--- config.mk ---
export PLATFORM = sky130hd
export DESIGN_NAME = i2c_master_register_transfer_unit
export DESIGN_NICKNAME = d
export VERILOG_FILES = /design/src/rtl/i2cm_pkg.sv /design/src/rtl/i2cm_wbuf.sv /design/src/rtl/i2cm_ctrl.sv /design/src/rtl/i2c_master_register_transfer_unit.sv
export SDC_FILE = /design/constraint.sdc
export NUM_CORES = 1
export LEC_CHECK = 0
export ABC_CLOCK_PERIOD_IN_PS = 6500
export BUFFER_PORTS_ARGS = -buffer_cell sky130_fd_sc_hd__buf_4
export CAP_MARGIN = 20
export CORE_MARGIN = 5
export CORE_UTILIZATION = 25
export DETAILED_ROUTE_END_ITERATION = 16
export PLACE_DENSITY_LB_ADDON = 0.05
export SLEW_MARGIN = 30
export SYNTH_ARGS = -nofsm -noshare
export SYNTH_HDL_FRONTEND = slang
export SYNTH_SLANG_ARGS = --single-unit
--- constraint.sdc ---
create_clock -name clk -period 6.5 [get_ports clk]
set_input_delay 1.3 -clock clk [delete_from_list [all_inputs] [get_ports clk]]
set_output_delay 1.3 -clock clk [all_outputs]
set_load 0.01 [all_outputs]
--- src/rtl/i2cm_pkg.sv ---
`timescale 1ns / 1ps

package i2cm_pkg;

    localparam int MAX_BYTES_DEF = 16;

    localparam int IN_DATA_W  = 32;
    localparam int OUT_DATA_W = 16;

    localparam logic [7:0] HALF_BIT_RESET   = 8'd2;
    localparam logic [7:0] START_STOP_RESET = 8'd4;
    localparam logic [7:0] ACK_TIMEOUT_RESET = 8'd250;

    typedef enum logic [1:0] {
        MODE_TICK  = 2'd0,
        MODE_START = 2'd1,
        MODE_LOAD  = 2'd2,
        MODE_NONE  = 2'd3
    } mode_t;

    typedef enum logic [1:0] {
        CFG_HALF_BIT   = 2'd0,
        CFG_START_STOP = 2'd1,
        CFG_ACK_TIMEOUT = 2'd2,
        CFG_UNUSED     = 2'd3
    } cfg_index_t;

    typedef enum logic [4:0] {
        PH_IDLE      = 5'd0,
        PH_ST_HIGH   = 5'd1,
        PH_ST_LOW    = 5'd2,
        PH_TX_LOW    = 5'd3,
        PH_TX_HIGH   = 5'd4,
        PH_ACK_LOW   = 5'd5,
        PH_ACK_HIGH  = 5'd6,
        PH_RX_LOW    = 5'd7,
        PH_RX_HIGH   = 5'd8,
        PH_MACK_LOW  = 5'd9,
        PH_MACK_HIGH = 5'd10,
        PH_SP_LOW    = 5'd11,
        PH_SP_HIGH   = 5'd12,
        PH_SP_END    = 5'd13
    } phase_t;

    typedef enum logic [1:0] {
        STG_ADDR_W = 2'd0,
        STG_REG    = 2'd1,
        STG_ADDR_R = 2'd2,
        STG_DATA   = 2'd3
    } stage_t;

    typedef struct packed {
        mode_t       mode;
        logic [6:0]  device_addr;
        logic [7:0]  reg_addr;
        logic        is_read;
        logic [4:0]  byte_count;
        logic [7:0]  write_byte;
        logic        sda_in;
    } item_t;

    typedef struct packed {
        logic        busy_res;
        logic        status;
        logic        done_res;
        logic        read_valid;
        logic [7:0]  read_data;
        logic        sda_drive;
        logic        sda_level;
        logic        scl_level;
    } result_t;

endpackage

--- src/rtl/i2cm_wbuf.sv ---
`timescale 1ns / 1ps

module i2cm_wbuf #(
    parameter int MAX_BYTES = i2cm_pkg::MAX_BYTES_DEF,
    localparam int IDX_W = (MAX_BYTES > 1) ? $clog2(MAX_BYTES) : 1
) (
    input  logic             clk,
    input  logic             we,
    input  logic [IDX_W-1:0] waddr,
    input  logic [7:0]       wdata,
    input  logic [IDX_W-1:0] raddr,
    output logic [7:0]       rdata
);

    logic [7:0] buf_reg [MAX_BYTES];
    logic [7:0] rdata_reg;

    // The read index moves on a load, a send, a start or the end of a stop, and a
    // whole byte goes out between sends, so the registered read is always current.
    always_ff @(posedge clk)
    begin
        if (we)
        begin
            buf_reg[waddr] <= wdata;
        end
        rdata_reg <= buf_reg[raddr];
    end

    assign rdata = rdata_reg;

endmodule

--- src/rtl/i2cm_ctrl.sv ---
`timescale 1ns / 1ps

module i2cm_ctrl #(
    parameter int MAX_BYTES = i2cm_pkg::MAX_BYTES_DEF,
    localparam int IDX_W = (MAX_BYTES > 1) ? $clog2(MAX_BYTES) : 1
) (
    input  logic               clk,
    input  logic               rst_n,
    input  logic               cfg_we,
    input  logic [1:0]         cfg_index,
    input  logic [7:0]         cfg_data,
    input  logic               step_en,
    input  i2cm_pkg::item_t    item,
    output i2cm_pkg::result_t  result,
    output logic               buf_we,
    output logic [IDX_W-1:0]   buf_addr,
    input  logic [7:0]         buf_rdata
);

    localparam logic [IDX_W:0] MAX_IDX = (IDX_W+1)'(MAX_BYTES);
    localparam logic [7:0]     MAX_CNT = 8'(MAX_BYTES);

    logic [7:0] half_bit_ticks_reg, start_stop_ticks_reg, ack_timeout_reg;

    i2cm_pkg::phase_t phase_reg, phase_next;
    i2cm_pkg::stage_t stage_reg, stage_next;
    logic [7:0]       tick_count_reg, tick_count_next;
    logic [2:0]       bit_index_reg, bit_index_next;
    logic [7:0]       shift_byte_reg, shift_byte_next;
    logic [4:0]       bytes_left_reg, bytes_left_next;
    logic [IDX_W-1:0] buffer_index_reg, buffer_index_next;
    logic [15:0]      saved_request_reg, saved_request_next;
    logic [7:0]       poll_count_reg, poll_count_next;
    logic             err_flag_reg, err_flag_next;

    logic [7:0]       dur_h, dur_s;
    logic [8:0]       tick_inc;
    logic             adv_h, adv_s;
    logic [IDX_W-1:0] idx_cur, idx_inc;
    logic [7:0]       rx_byte;
    logic [7:0]       rdata_c;
    logic             rvalid_c, done_c, status_c;

    assign dur_h    = (half_bit_ticks_reg == 8'd0) ? 8'd1 : half_bit_ticks_reg;
    assign dur_s    = (start_stop_ticks_reg == 8'd0) ? 8'd1 : start_stop_ticks_reg;
    assign tick_inc = {1'b0, tick_count_reg} + 9'd1;
    assign adv_h    = tick_inc >= {1'b0, dur_h};
    assign adv_s    = tick_inc >= {1'b0, dur_s};

    assign idx_cur  = ({1'b0, buffer_index_reg} < MAX_IDX) ? buffer_index_reg : '0;
    assign idx_inc  = (({1'b0, idx_cur} + 1'b1) >= MAX_IDX) ? '0
                      : IDX_W'({1'b0, idx_cur} + 1'b1);
    assign buf_addr = idx_cur;
    assign buf_we   = step_en && item.mode == i2cm_pkg::MODE_LOAD
                      && phase_reg == i2cm_pkg::PH_IDLE;
    assign rx_byte  = {shift_byte_reg[6:0], item.sda_in};

    always_ff @(posedge clk or negedge rst_n)
    begin
        if (!rst_n)
        begin
            half_bit_ticks_reg   <= i2cm_pkg::HALF_BIT_RESET;
            start_stop_ticks_reg <= i2cm_pkg::START_STOP_RESET;
            ack_timeout_reg      <= i2cm_pkg::ACK_TIMEOUT_RESET;
        end
        else if (cfg_we)
        begin
            case (i2cm_pkg::cfg_index_t'(cfg_index))
                i2cm_pkg::CFG_HALF_BIT:    half_bit_ticks_reg   <= cfg_data;
                i2cm_pkg::CFG_START_STOP:  start_stop_ticks_reg <= cfg_data;
                i2cm_pkg::CFG_ACK_TIMEOUT: ack_timeout_reg      <= cfg_data;
                default: ;
            endcase
        end
    end

    always_ff @(posedge clk or negedge rst_n)
    begin
        if (!rst_n)
        begin
            phase_reg         <= i2cm_pkg::PH_IDLE;
            stage_reg         <= i2cm_pkg::STG_ADDR_W;
            tick_count_reg    <= '0;
            bit_index_reg     <= '0;
            shift_byte_reg    <= '0;
            bytes_left_reg    <= '0;
            buffer_index_reg  <= '0;
            saved_request_reg <= '0;
            poll_count_reg    <= '0;
            err_flag_reg      <= 1'b0;
        end
        else if (step_en)
        begin
            phase_reg         <= phase_next;
            stage_reg         <= stage_next;
            tick_count_reg    <= tick_count_next;
            bit_index_reg     <= bit_index_next;
            shift_byte_reg    <= shift_byte_next;
            bytes_left_reg    <= bytes_left_next;
            buffer_index_reg  <= buffer_index_next;
            saved_request_reg <= saved_request_next;
            poll_count_reg    <= poll_count_next;
            err_flag_reg      <= err_flag_next;
        end
    end

    // Next state of the bus sequencer for one word.
    always_comb
    begin
        logic ack_ok;
        logic ack_fail;
        logic send_next;
        ack_ok             = item.sda_in == 1'b0;
        ack_fail           = !ack_ok && (poll_count_reg >= ack_timeout_reg);
        send_next          = 1'b0;
        phase_next         = phase_reg;
        stage_next         = stage_reg;
        tick_count_next    = tick_count_reg;
        bit_index_next     = bit_index_reg;
        shift_byte_next    = shift_byte_reg;
        bytes_left_next    = bytes_left_reg;
        buffer_index_next  = buffer_index_reg;
        saved_request_next = saved_request_reg;
        poll_count_next    = poll_count_reg;
        err_flag_next      = err_flag_reg;
        rdata_c            = 8'd0;
        rvalid_c           = 1'b0;
        done_c             = 1'b0;
        status_c           = 1'b0;

        case (item.mode)
            i2cm_pkg::MODE_START:
            begin
                if (phase_reg == i2cm_pkg::PH_IDLE)
                begin
                    saved_request_next = {item.device_addr, item.is_read, item.reg_addr};
                    bytes_left_next    = ({3'b000, item.byte_count} > MAX_CNT)
                                         ? MAX_CNT[4:0] : item.byte_count;
                    buffer_index_next  = '0;
                    stage_next         = i2cm_pkg::STG_ADDR_W;
                    err_flag_next      = 1'b0;
                    tick_count_next    = '0;
                    poll_count_next    = '0;
                    phase_next         = i2cm_pkg::PH_ST_HIGH;
                end
            end
            i2cm_pkg::MODE_LOAD:
            begin
                if (phase_reg == i2cm_pkg::PH_IDLE)
                begin
                    buffer_index_next = idx_inc;
                end
            end
            i2cm_pkg::MODE_TICK:
            begin
                case (phase_reg)
                    i2cm_pkg::PH_ST_HIGH:
                    begin
                        tick_count_next = adv_s ? 8'd0 : tick_inc[7:0];
                        if (adv_s)
                        begin
                            phase_next = i2cm_pkg::PH_ST_LOW;
                        end
                    end
                    i2cm_pkg::PH_ST_LOW:
                    begin
                        tick_count_next = adv_s ? 8'd0 : tick_inc[7:0];
                        if (adv_s)
                        begin
                            shift_byte_next = {saved_request_reg[15:9],
                                               stage_reg == i2cm_pkg::STG_ADDR_R};
                            bit_index_next  = '0;
                            phase_next      = i2cm_pkg::PH_TX_LOW;
                        end
                    end
                    i2cm_pkg::PH_TX_LOW:
                    begin
                        tick_count_next = adv_h ? 8'd0 : tick_inc[7:0];
                        if (adv_h)
                        begin
                            phase_next = i2cm_pkg::PH_TX_HIGH;
                        end
                    end
                    i2cm_pkg::PH_TX_HIGH:
                    begin
                        tick_count_next = adv_h ? 8'd0 : tick_inc[7:0];
                        if (adv_h)
                        begin
                            if (bit_index_reg == 3'd7)
                            begin
                                poll_count_next = '0;
                                phase_next      = i2cm_pkg::PH_ACK_LOW;
                            end
                            else
                            begin
                                bit_index_next  = bit_index_reg + 3'd1;
                                shift_byte_next = {shift_byte_reg[6:0], 1'b0};
                                phase_next      = i2cm_pkg::PH_TX_LOW;
                            end
                        end
                    end
                    i2cm_pkg::PH_ACK_LOW:
                    begin
                        tick_count_next = adv_h ? 8'd0 : tick_inc[7:0];
                        if (adv_h)
                        begin
                            phase_next = i2cm_pkg::PH_ACK_HIGH;
                        end
                    end
                    i2cm_pkg::PH_ACK_HIGH:
                    begin
                        if (ack_ok || ack_fail)
                        begin
                            tick_count_next = '0;
                            case (stage_reg)
                                i2cm_pkg::STG_ADDR_W:
                                begin
                                    if (!ack_ok)
                                    begin
                                        err_flag_next = 1'b1;
                                        phase_next    = i2cm_pkg::PH_SP_LOW;
                                    end
                                    else
                                    begin
                                        stage_next      = i2cm_pkg::STG_REG;
                                        shift_byte_next = saved_request_reg[7:0];
                                        bit_index_next  = '0;
                                        phase_next      = i2cm_pkg::PH_TX_LOW;
                                    end
                                end
                                i2cm_pkg::STG_REG:
                                begin
                                    if (saved_request_reg[8])
                                    begin
                                        stage_next = i2cm_pkg::STG_ADDR_R;
                                        phase_next = i2cm_pkg::PH_ST_HIGH;
                                    end
                                    else
                                    begin
                                        stage_next = i2cm_pkg::STG_DATA;
                                        send_next  = 1'b1;
                                    end
                                end
                                i2cm_pkg::STG_ADDR_R:
                                begin
                                    stage_next = i2cm_pkg::STG_DATA;
                                    if (bytes_left_reg != 5'd0)
                                    begin
                                        shift_byte_next = '0;
                                        bit_index_next  = '0;
                                        phase_next      = i2cm_pkg::PH_RX_LOW;
                                    end
                                    else
                                    begin
                                        phase_next = i2cm_pkg::PH_SP_LOW;
                                    end
                                end
                                default:
                                begin
                                    if (!ack_ok)
                                    begin
                                        err_flag_next = 1'b1;
                                        phase_next    = i2cm_pkg::PH_SP_LOW;
                                    end
                                    else
                                    begin
                                        send_next = 1'b1;
                                    end
                                end
                            endcase
                            if (send_next)
                            begin
                                if (bytes_left_reg != 5'd0)
                                begin
                                    bytes_left_next   = bytes_left_reg - 5'd1;
                                    buffer_index_next = idx_inc;
                                    shift_byte_next   = buf_rdata;
                                    bit_index_next    = '0;
                                    phase_next        = i2cm_pkg::PH_TX_LOW;
                                end
                                else
                                begin
                                    phase_next = i2cm_pkg::PH_SP_LOW;
                                end
                            end
                        end
                        else
                        begin
                            poll_count_next = poll_count_reg + 8'd1;
                        end
                    end
                    i2cm_pkg::PH_RX_LOW:
                    begin
                        tick_count_next = adv_h ? 8'd0 : tick_inc[7:0];
                        if (adv_h)
                        begin
                            phase_next = i2cm_pkg::PH_RX_HIGH;
                        end
                    end
                    i2cm_pkg::PH_RX_HIGH:
                    begin
                        if (tick_count_reg == 8'd0)
                        begin
                            shift_byte_next = rx_byte;
                            if (bit_index_reg == 3'd7)
                            begin
                                rdata_c  = rx_byte;
                                rvalid_c = 1'b1;
                            end
                        end
                        tick_count_next = adv_h ? 8'd0 : tick_inc[7:0];
                        if (adv_h)
                        begin
                            if (bit_index_reg == 3'd7)
                            begin
                                if (bytes_left_reg != 5'd0)
                                begin
                                    bytes_left_next = bytes_left_reg - 5'd1;
                                end
                                phase_next = i2cm_pkg::PH_MACK_LOW;
                            end
                            else
                            begin
                                bit_index_next = bit_index_reg + 3'd1;
                                phase_next     = i2cm_pkg::PH_RX_LOW;
                            end
                        end
                    end
                    i2cm_pkg::PH_MACK_LOW:
                    begin
                        tick_count_next = adv_h ? 8'd0 : tick_inc[7:0];
                        if (adv_h)
                        begin
                            phase_next = i2cm_pkg::PH_MACK_HIGH;
                        end
                    end
                    i2cm_pkg::PH_MACK_HIGH:
                    begin
                        tick_count_next = adv_h ? 8'd0 : tick_inc[7:0];
                        if (adv_h)
                        begin
                            if (bytes_left_reg != 5'd0)
                            begin
                                shift_byte_next = '0;
                                bit_index_next  = '0;
                                phase_next      = i2cm_pkg::PH_RX_LOW;
                            end
                            else
                            begin
                                phase_next = i2cm_pkg::PH_SP_LOW;
                            end
                        end
                    end
                    i2cm_pkg::PH_SP_LOW:
                    begin
                        tick_count_next = adv_s ? 8'd0 : tick_inc[7:0];
                        if (adv_s)
                        begin
                            phase_next = i2cm_pkg::PH_SP_HIGH;
                        end
                    end
                    i2cm_pkg::PH_SP_HIGH:
                    begin
                        tick_count_next = adv_s ? 8'd0 : tick_inc[7:0];
                        if (adv_s)
                        begin
                            phase_next = i2cm_pkg::PH_SP_END;
                        end
                    end
                    i2cm_pkg::PH_SP_END:
                    begin
                        done_c            = 1'b1;
                        status_c          = err_flag_reg;
                        phase_next        = i2cm_pkg::PH_IDLE;
                        tick_count_next   = '0;
                        buffer_index_next = '0;
                        bit_index_next    = '0;
                        bytes_left_next   = '0;
                        poll_count_next   = '0;
                        err_flag_next     = 1'b0;
                    end
                    default:
                    begin
                        phase_next = i2cm_pkg::PH_IDLE;
                    end
                endcase
            end
            default: ;
        endcase
    end

    // Bus levels follow the phase that the word runs in.
    always_comb
    begin
        result.scl_level  = 1'b1;
        result.sda_level  = 1'b1;
        result.sda_drive  = 1'b1;
        case (phase_reg)
            i2cm_pkg::PH_ST_LOW:
            begin
                result.sda_level = 1'b0;
            end
            i2cm_pkg::PH_TX_LOW:
            begin
                result.scl_level = 1'b0;
                result.sda_level = shift_byte_reg[7];
            end
            i2cm_pkg::PH_TX_HIGH:
            begin
                result.sda_level = shift_byte_reg[7];
            end
            i2cm_pkg::PH_ACK_LOW, i2cm_pkg::PH_RX_LOW:
            begin
                result.scl_level = 1'b0;
                result.sda_drive = 1'b0;
            end
            i2cm_pkg::PH_ACK_HIGH, i2cm_pkg::PH_RX_HIGH:
            begin
                result.sda_drive = 1'b0;
            end
            i2cm_pkg::PH_MACK_LOW:
            begin
                result.scl_level = 1'b0;
                result.sda_level = bytes_left_reg == 5'd0;
            end
            i2cm_pkg::PH_MACK_HIGH:
            begin
                result.sda_level = bytes_left_reg == 5'd0;
            end
            i2cm_pkg::PH_SP_LOW:
            begin
                result.scl_level = 1'b0;
                result.sda_level = 1'b0;
            end
            i2cm_pkg::PH_SP_HIGH:
            begin
                result.sda_level = 1'b0;
            end
            default: ;
        endcase
        result.read_data  = rdata_c;
        result.read_valid = rvalid_c;
        result.done_res   = done_c;
        result.status     = status_c;
        result.busy_res   = phase_next != i2cm_pkg::PH_IDLE;
    end

endmodule

--- src/rtl/i2c_master_register_transfer_unit.sv ---
`timescale 1ns / 1ps

// I2C master for register access, stepped one word at a time.
// Input words arrive on the s_axis channel; tuser carries the mode (tick,
// start command, load of one write byte, or none) and tdata carries the fields.
// Write bytes are loaded first, then a start command launches the transfer,
// and each tick word after that advances the bus sequence by one step and
// carries the sampled SDA level.
// Every input word yields exactly one output word on m_axis with the SCL and
// SDA levels for that tick, a received byte when one completes, and the done
// pulse with status at the end of the stop condition.
// Each input word passes through one input register and one result register
// on its way to the output word. One word is accepted every cycle while
// the receiver keeps up.
// When the receiver stalls, the result register holds its word and the input
// register takes one more word only if it is empty before s_axis_tready drops.
// Reset puts the sequencer in idle, restores the default timing registers,
// and empties both pipeline registers. The write buffer holds no valid data
// until it is loaded.
// Timing registers are written through cfg_we, cfg_index and cfg_data.
module i2c_master_register_transfer_unit #(
    parameter int MAX_BYTES = i2cm_pkg::MAX_BYTES_DEF,
    localparam int IDX_W = (MAX_BYTES > 1) ? $clog2(MAX_BYTES) : 1
) (
    input  logic        clk,
    input  logic        rst_n,
    input  logic        cfg_we,
    input  logic [1:0]  cfg_index,
    input  logic [7:0]  cfg_data,
    input  logic        s_axis_tvalid,
    output logic        s_axis_tready,
    // device_addr[6:0], reg_addr[14:7], is_read[15], byte_count[20:16],
    // write_byte[28:21], sda_in[29], zero[31:30]
    input  logic [31:0] s_axis_tdata,
    // mode[1:0]
    input  logic [1:0]  s_axis_tuser,
    output logic        m_axis_tvalid,
    input  logic        m_axis_tready,
    // scl_level[0], sda_level[1], sda_drive[2], read_data[10:3],
    // read_valid[11], done_res[12], status[13], busy_res[14], zero[15]
    output logic [15:0] m_axis_tdata
);

    logic              in_valid_reg;
    i2cm_pkg::item_t   in_item_reg;
    logic              out_valid_reg;
    i2cm_pkg::result_t out_reg;
    logic              advance;
    logic              step_en;
    i2cm_pkg::result_t result;
    logic              buf_we;
    logic [IDX_W-1:0]  buf_addr;
    logic [7:0]        buf_rdata;

    assign advance       = !out_valid_reg || m_axis_tready;
    assign step_en       = in_valid_reg && advance;
    assign s_axis_tready = !in_valid_reg || advance;

    always_ff @(posedge clk or negedge rst_n)
    begin
        if (!rst_n)
        begin
            in_valid_reg  <= 1'b0;
            out_valid_reg <= 1'b0;
        end
        else
        begin
            if (s_axis_tready)
            begin
                in_valid_reg <= s_axis_tvalid;
            end
            if (advance)
            begin
                out_valid_reg <= in_valid_reg;
            end
        end
    end

    always_ff @(posedge clk)
    begin
        if (s_axis_tready && s_axis_tvalid)
        begin
            in_item_reg.mode        <= i2cm_pkg::mode_t'(s_axis_tuser);
            in_item_reg.device_addr <= s_axis_tdata[6:0];
            in_item_reg.reg_addr    <= s_axis_tdata[14:7];
            in_item_reg.is_read     <= s_axis_tdata[15];
            in_item_reg.byte_count  <= s_axis_tdata[20:16];
            in_item_reg.write_byte  <= s_axis_tdata[28:21];
            in_item_reg.sda_in      <= s_axis_tdata[29];
        end
        if (step_en)
        begin
            out_reg <= result;
        end
    end

    i2cm_ctrl #(
        .MAX_BYTES (MAX_BYTES)
    ) u_ctrl (
        .clk       (clk),
        .rst_n     (rst_n),
        .cfg_we    (cfg_we),
        .cfg_index (cfg_index),
        .cfg_data  (cfg_data),
        .step_en   (step_en),
        .item      (in_item_reg),
        .result    (result),
        .buf_we    (buf_we),
        .buf_addr  (buf_addr),
        .buf_rdata (buf_rdata)
    );

    i2cm_wbuf #(
        .MAX_BYTES (MAX_BYTES)
    ) u_wbuf (
        .clk   (clk),
        .we    (buf_we),
        .waddr (buf_addr),
        .wdata (in_item_reg.write_byte),
        .raddr (buf_addr),
        .rdata (buf_rdata)
    );

    assign m_axis_tvalid = out_valid_reg;
    assign m_axis_tdata  = {1'b0, out_reg};

endmodule

==> flow_summary_export.csv <==
group,metric,value,unit
detailed_routing,wl,36.3,mm
critical_path,slowest_delay,780,ps
placed_design,place_ws,2080,ps
power_and_ir_drop,swShare,0.297,
critical_path,crit_slowest_cell,"inv_1",
timing,fin_crit_sh,0.588,
power_and_ir_drop,peakVddDrop,150,uV
critical_path,cp.required,6940,ps
cts,clk_path_buf_depth,3,
hold_path,hp-class,"flip-flop to flip-flop",
logic_synthesis,synth_cells,894,
critical_path,path_max_fanout,18,
critical_path,worst-path-buf-inv,2,
critical_path,crit_chain,"buf_4, nand2b_1, nand2_1, inv_1, nand2_1, a311o_1, nor3_2, nand3b_1, a22o_1",
critical_path,crit_top_cell,"nand2_1",
critical_path,cp-start-kind,"input pin",
cells_and_area,nNetsFinal,1063,
logic_synthesis,synth_edf_count,175,
power_and_ir_drop,p_int,0.00366,W
cells_and_area,n_fill_cell,5014,
placed_design,gp_congestion,0.774,
logic_synthesis,synth_seq_cells,269,
outcome,status,"completed",
cts,cts-hold-fix-buffers,0,
logic_synthesis,synth_top_area_frac,0.423,
floorplan,die-area,0.0543,sq mm
cts,numCtsBuffers,36,
power_and_ir_drop,p_leak,5.43,nW
detailed_routing,drtAntennaViolNets,0,
logic_synthesis,synth.largest_area_cell,"edfxtp_1",
grt,grt_max_degree,48,
timing,setup_violations,0,
grt,grt_pass1_wl,54.3,mm
cells_and_area,areaGrowthSynthToFinish,19.8,%
job,drv_cap,0,
timing,fin_skew,24.9,ps
logic_synthesis,async_reset_ff_frac,0.320,
timing,slew_viol_final,0,
cts,clk_pin_slew,60,ps
power_and_ir_drop,netSwitchingPower,0.00154,W
detailed_routing,vias,7832,
timing,max-slew-margin-rel,0.394,
detailed_routing,wl_per_cell,21.7,um
floorplan,design.core.area,0.0491,sq mm
cells_and_area,post-route-util,0.304,
floorplan,die_h,233,um
timing,fin_tns_setup,0,ps
power_and_ir_drop,p_clk_frac,0.374,
logic_synthesis,syn-num-nets,981,
critical_path,critPathKind,"input pin to flip-flop",
timing,layout_setup_ws,2680,ps
floorplan,die_x,233,um
grt,grt_use_total,0.134,
grt,grt_remaining_overflow,0,
detailed_routing,via_per_inst,4.69,
cts,cts_setup_buffers,0,
power_and_ir_drop,p_comb_frac,0.205,
power_and_ir_drop,powerDensity,349,mW/mm^2
floorplan,rows,81,
timing,fin_crit,3820,ps
logic_synthesis,yosys_warnings,0,
timing,worst_slew_pin_slew,896,ps
timing,rsz0062_at_grt,"false",
cts,clock_sinks,269,
cts,tritoncts,"built",
logic_synthesis,seq_area_frac_synth,0.609,
cts,insertion_delay,560,ps
critical_path,arrival,4260,ps
timing,maxClockFrequency,261,MHz
grt,antenna_found_initial,1,
logic_synthesis,synth_common_cells,"edfxtp_1 (175), dfrtp_1 (78), nor2_1 (55)",
detailed_routing,first_iter_violations,533,
detailed_routing,drc,0,
cts,h-tree-depth,2,
cts,clock_tree.root_cell,"clkbuf_16",
timing,hold_viol,0,
critical_path,cp-end-kind,"flip-flop",
placed_design,hpwlAfterDp,24.9,mm
placed_design,io_buffers,63,
logic_synthesis,synthTopCellsByArea,"edfxtp_1 (42%), dfrtp_1 (16%), mux4_2 (7.2%), ha_1 (3.8%), mux2_2 (3.1%)",
logic_synthesis,synthMostInstantiatedCell,"edfxtp_1",
cells_and_area,drive_gt1_frac,0.238,
power_and_ir_drop,seq_power_share,0.421,
logic_synthesis,syn_area_per_cell,13.9,sq um
cells_and_area,largest_reg_flops,128,
critical_path,path_delay_family,"simple AND/OR/NAND/NOR gates",
detailed_routing,dr.pass1.iters,8,
grt,grt_pass1_vias,8140,
logic_synthesis,ys.flop_type,"edfxtp_1",
logic_synthesis,yosysUniqueCellTypes,80,
floorplan,start_util,0.254,
floorplan,io_pins,67,
timing,whs,465,ps
cts,cts_resized,0,
logic_synthesis,syn_area,0.0124,sq mm
through the flow:
| step | cells | total power, W | cell area (sq um) |
|---|---|---|---|
| after floorplan | 894 | 0.00290 | 12400 |
| after global placement | 1602 | 0.00333 | 13700 |
| after detailed placement | 1602 | 0.00333 | 13700 |
| after CTS | 1668 | 0.00533 | 14900 |
| after global routing | 1669 | 0.00551 | 14900 |
| final | 1669 | 0.00521 | 14900 |
final cells by class:
type	count	area, sq um	area share
Multi-Input combinational cell	546	4560	0.306
Timing Repair Buffer	82	616	0.0413
Clock inverter	13	150	0.0101
Sequential cell	269	7580	0.509
Tap cell	664	831	0.0558
Clock buffer	53	1010	0.0675
Inverter	41	154	0.0103
Antenna cell	1	2.50	0.000168
path summary, 6_finish.rpt:
| path | from | to | slack, ps | depth (start not counted) |
|---|---|---|---|---|
| setup / recovery | m_axis_tready | u_ctrl.shift_byte_reg[2] | 2680 | 9 |
| hold / removal | in_item_reg[23] | u_ctrl.saved_request_reg[9] | 460 | 1 |
| setup reg to reg | u_ctrl.tick_count_reg[0] | u_ctrl.poll_count_reg[3] | 2710 | 10 |
| hold reg to reg | in_item_reg[23] | u_ctrl.saved_request_reg[9] | 460 | 1 |
| max in group asynchronous | rst_n | u_ctrl.buf_addr[0] | 4630 | 2 |
| min in group asynchronous | rst_n | u_ctrl.poll_count_reg[1] | 780 | 1 |
cell families (layout without fill, tap and decap cells):
| kind of cell | count (synthesis) | after routing | share of synthesized area |
|---|---|---|---|
| AOI/OAI and AO/OA | 181 | 181 | 0.108 |
| xor gates and xnor gates | 9 | 9 | 0.00634 |
| adders and majority gates | 38 | 38 | 0.0382 |
| buffers and inverters | 79 | 189 | 0.0258 |
| DFF | 269 | 269 | 0.609 |
| muxes | 89 | 89 | 0.116 |
| other | 1 | 2 | 0.000302 |
| and+or+nand+nor | 228 | 228 | 0.0961 |
power groups by stage:
stage	clock [W]	sequential, W	combinational (W)
finish	0.00195	0.00219	0.00106
global route	0.00210	0.00222	0.00119
CTS	0.00203	0.00220	0.00110
detailed placement	0	0.00224	0.00109
global placement	0	0.00223	0.00110
floorplan	0	0.00211	0.000788
layout by cell type (no fill, tap or decap), types with 19 or more instances in the layout:
cell type,netlist,layout
nand2b_1,22,22
clkbuf_16,0,37
nand2_1,47,47
ha_1,38,38
edfxtp_1,175,175
o21ai_0,44,44
nor2_1,55,55
mux2_2,34,34
dfrtp_1,78,77
buf_4,1,82
nand3_1,19,19
mux4_2,40,40
a21oi_1,24,24
inv_1,40,40
layer usage:
layer | vias up | global-route usage | routed length, um
met3 | 47 | 0.0266 | 1700
met4 | 0 | 0.0412 | 743
met5 | - | 0 | 0
met1 | 3972 | 0.187 | 17100
met2 | 168 | 0.211 | 16800
li1 | 3645 | - | -
No activity file was read; power rests on OpenSTA's default activity.
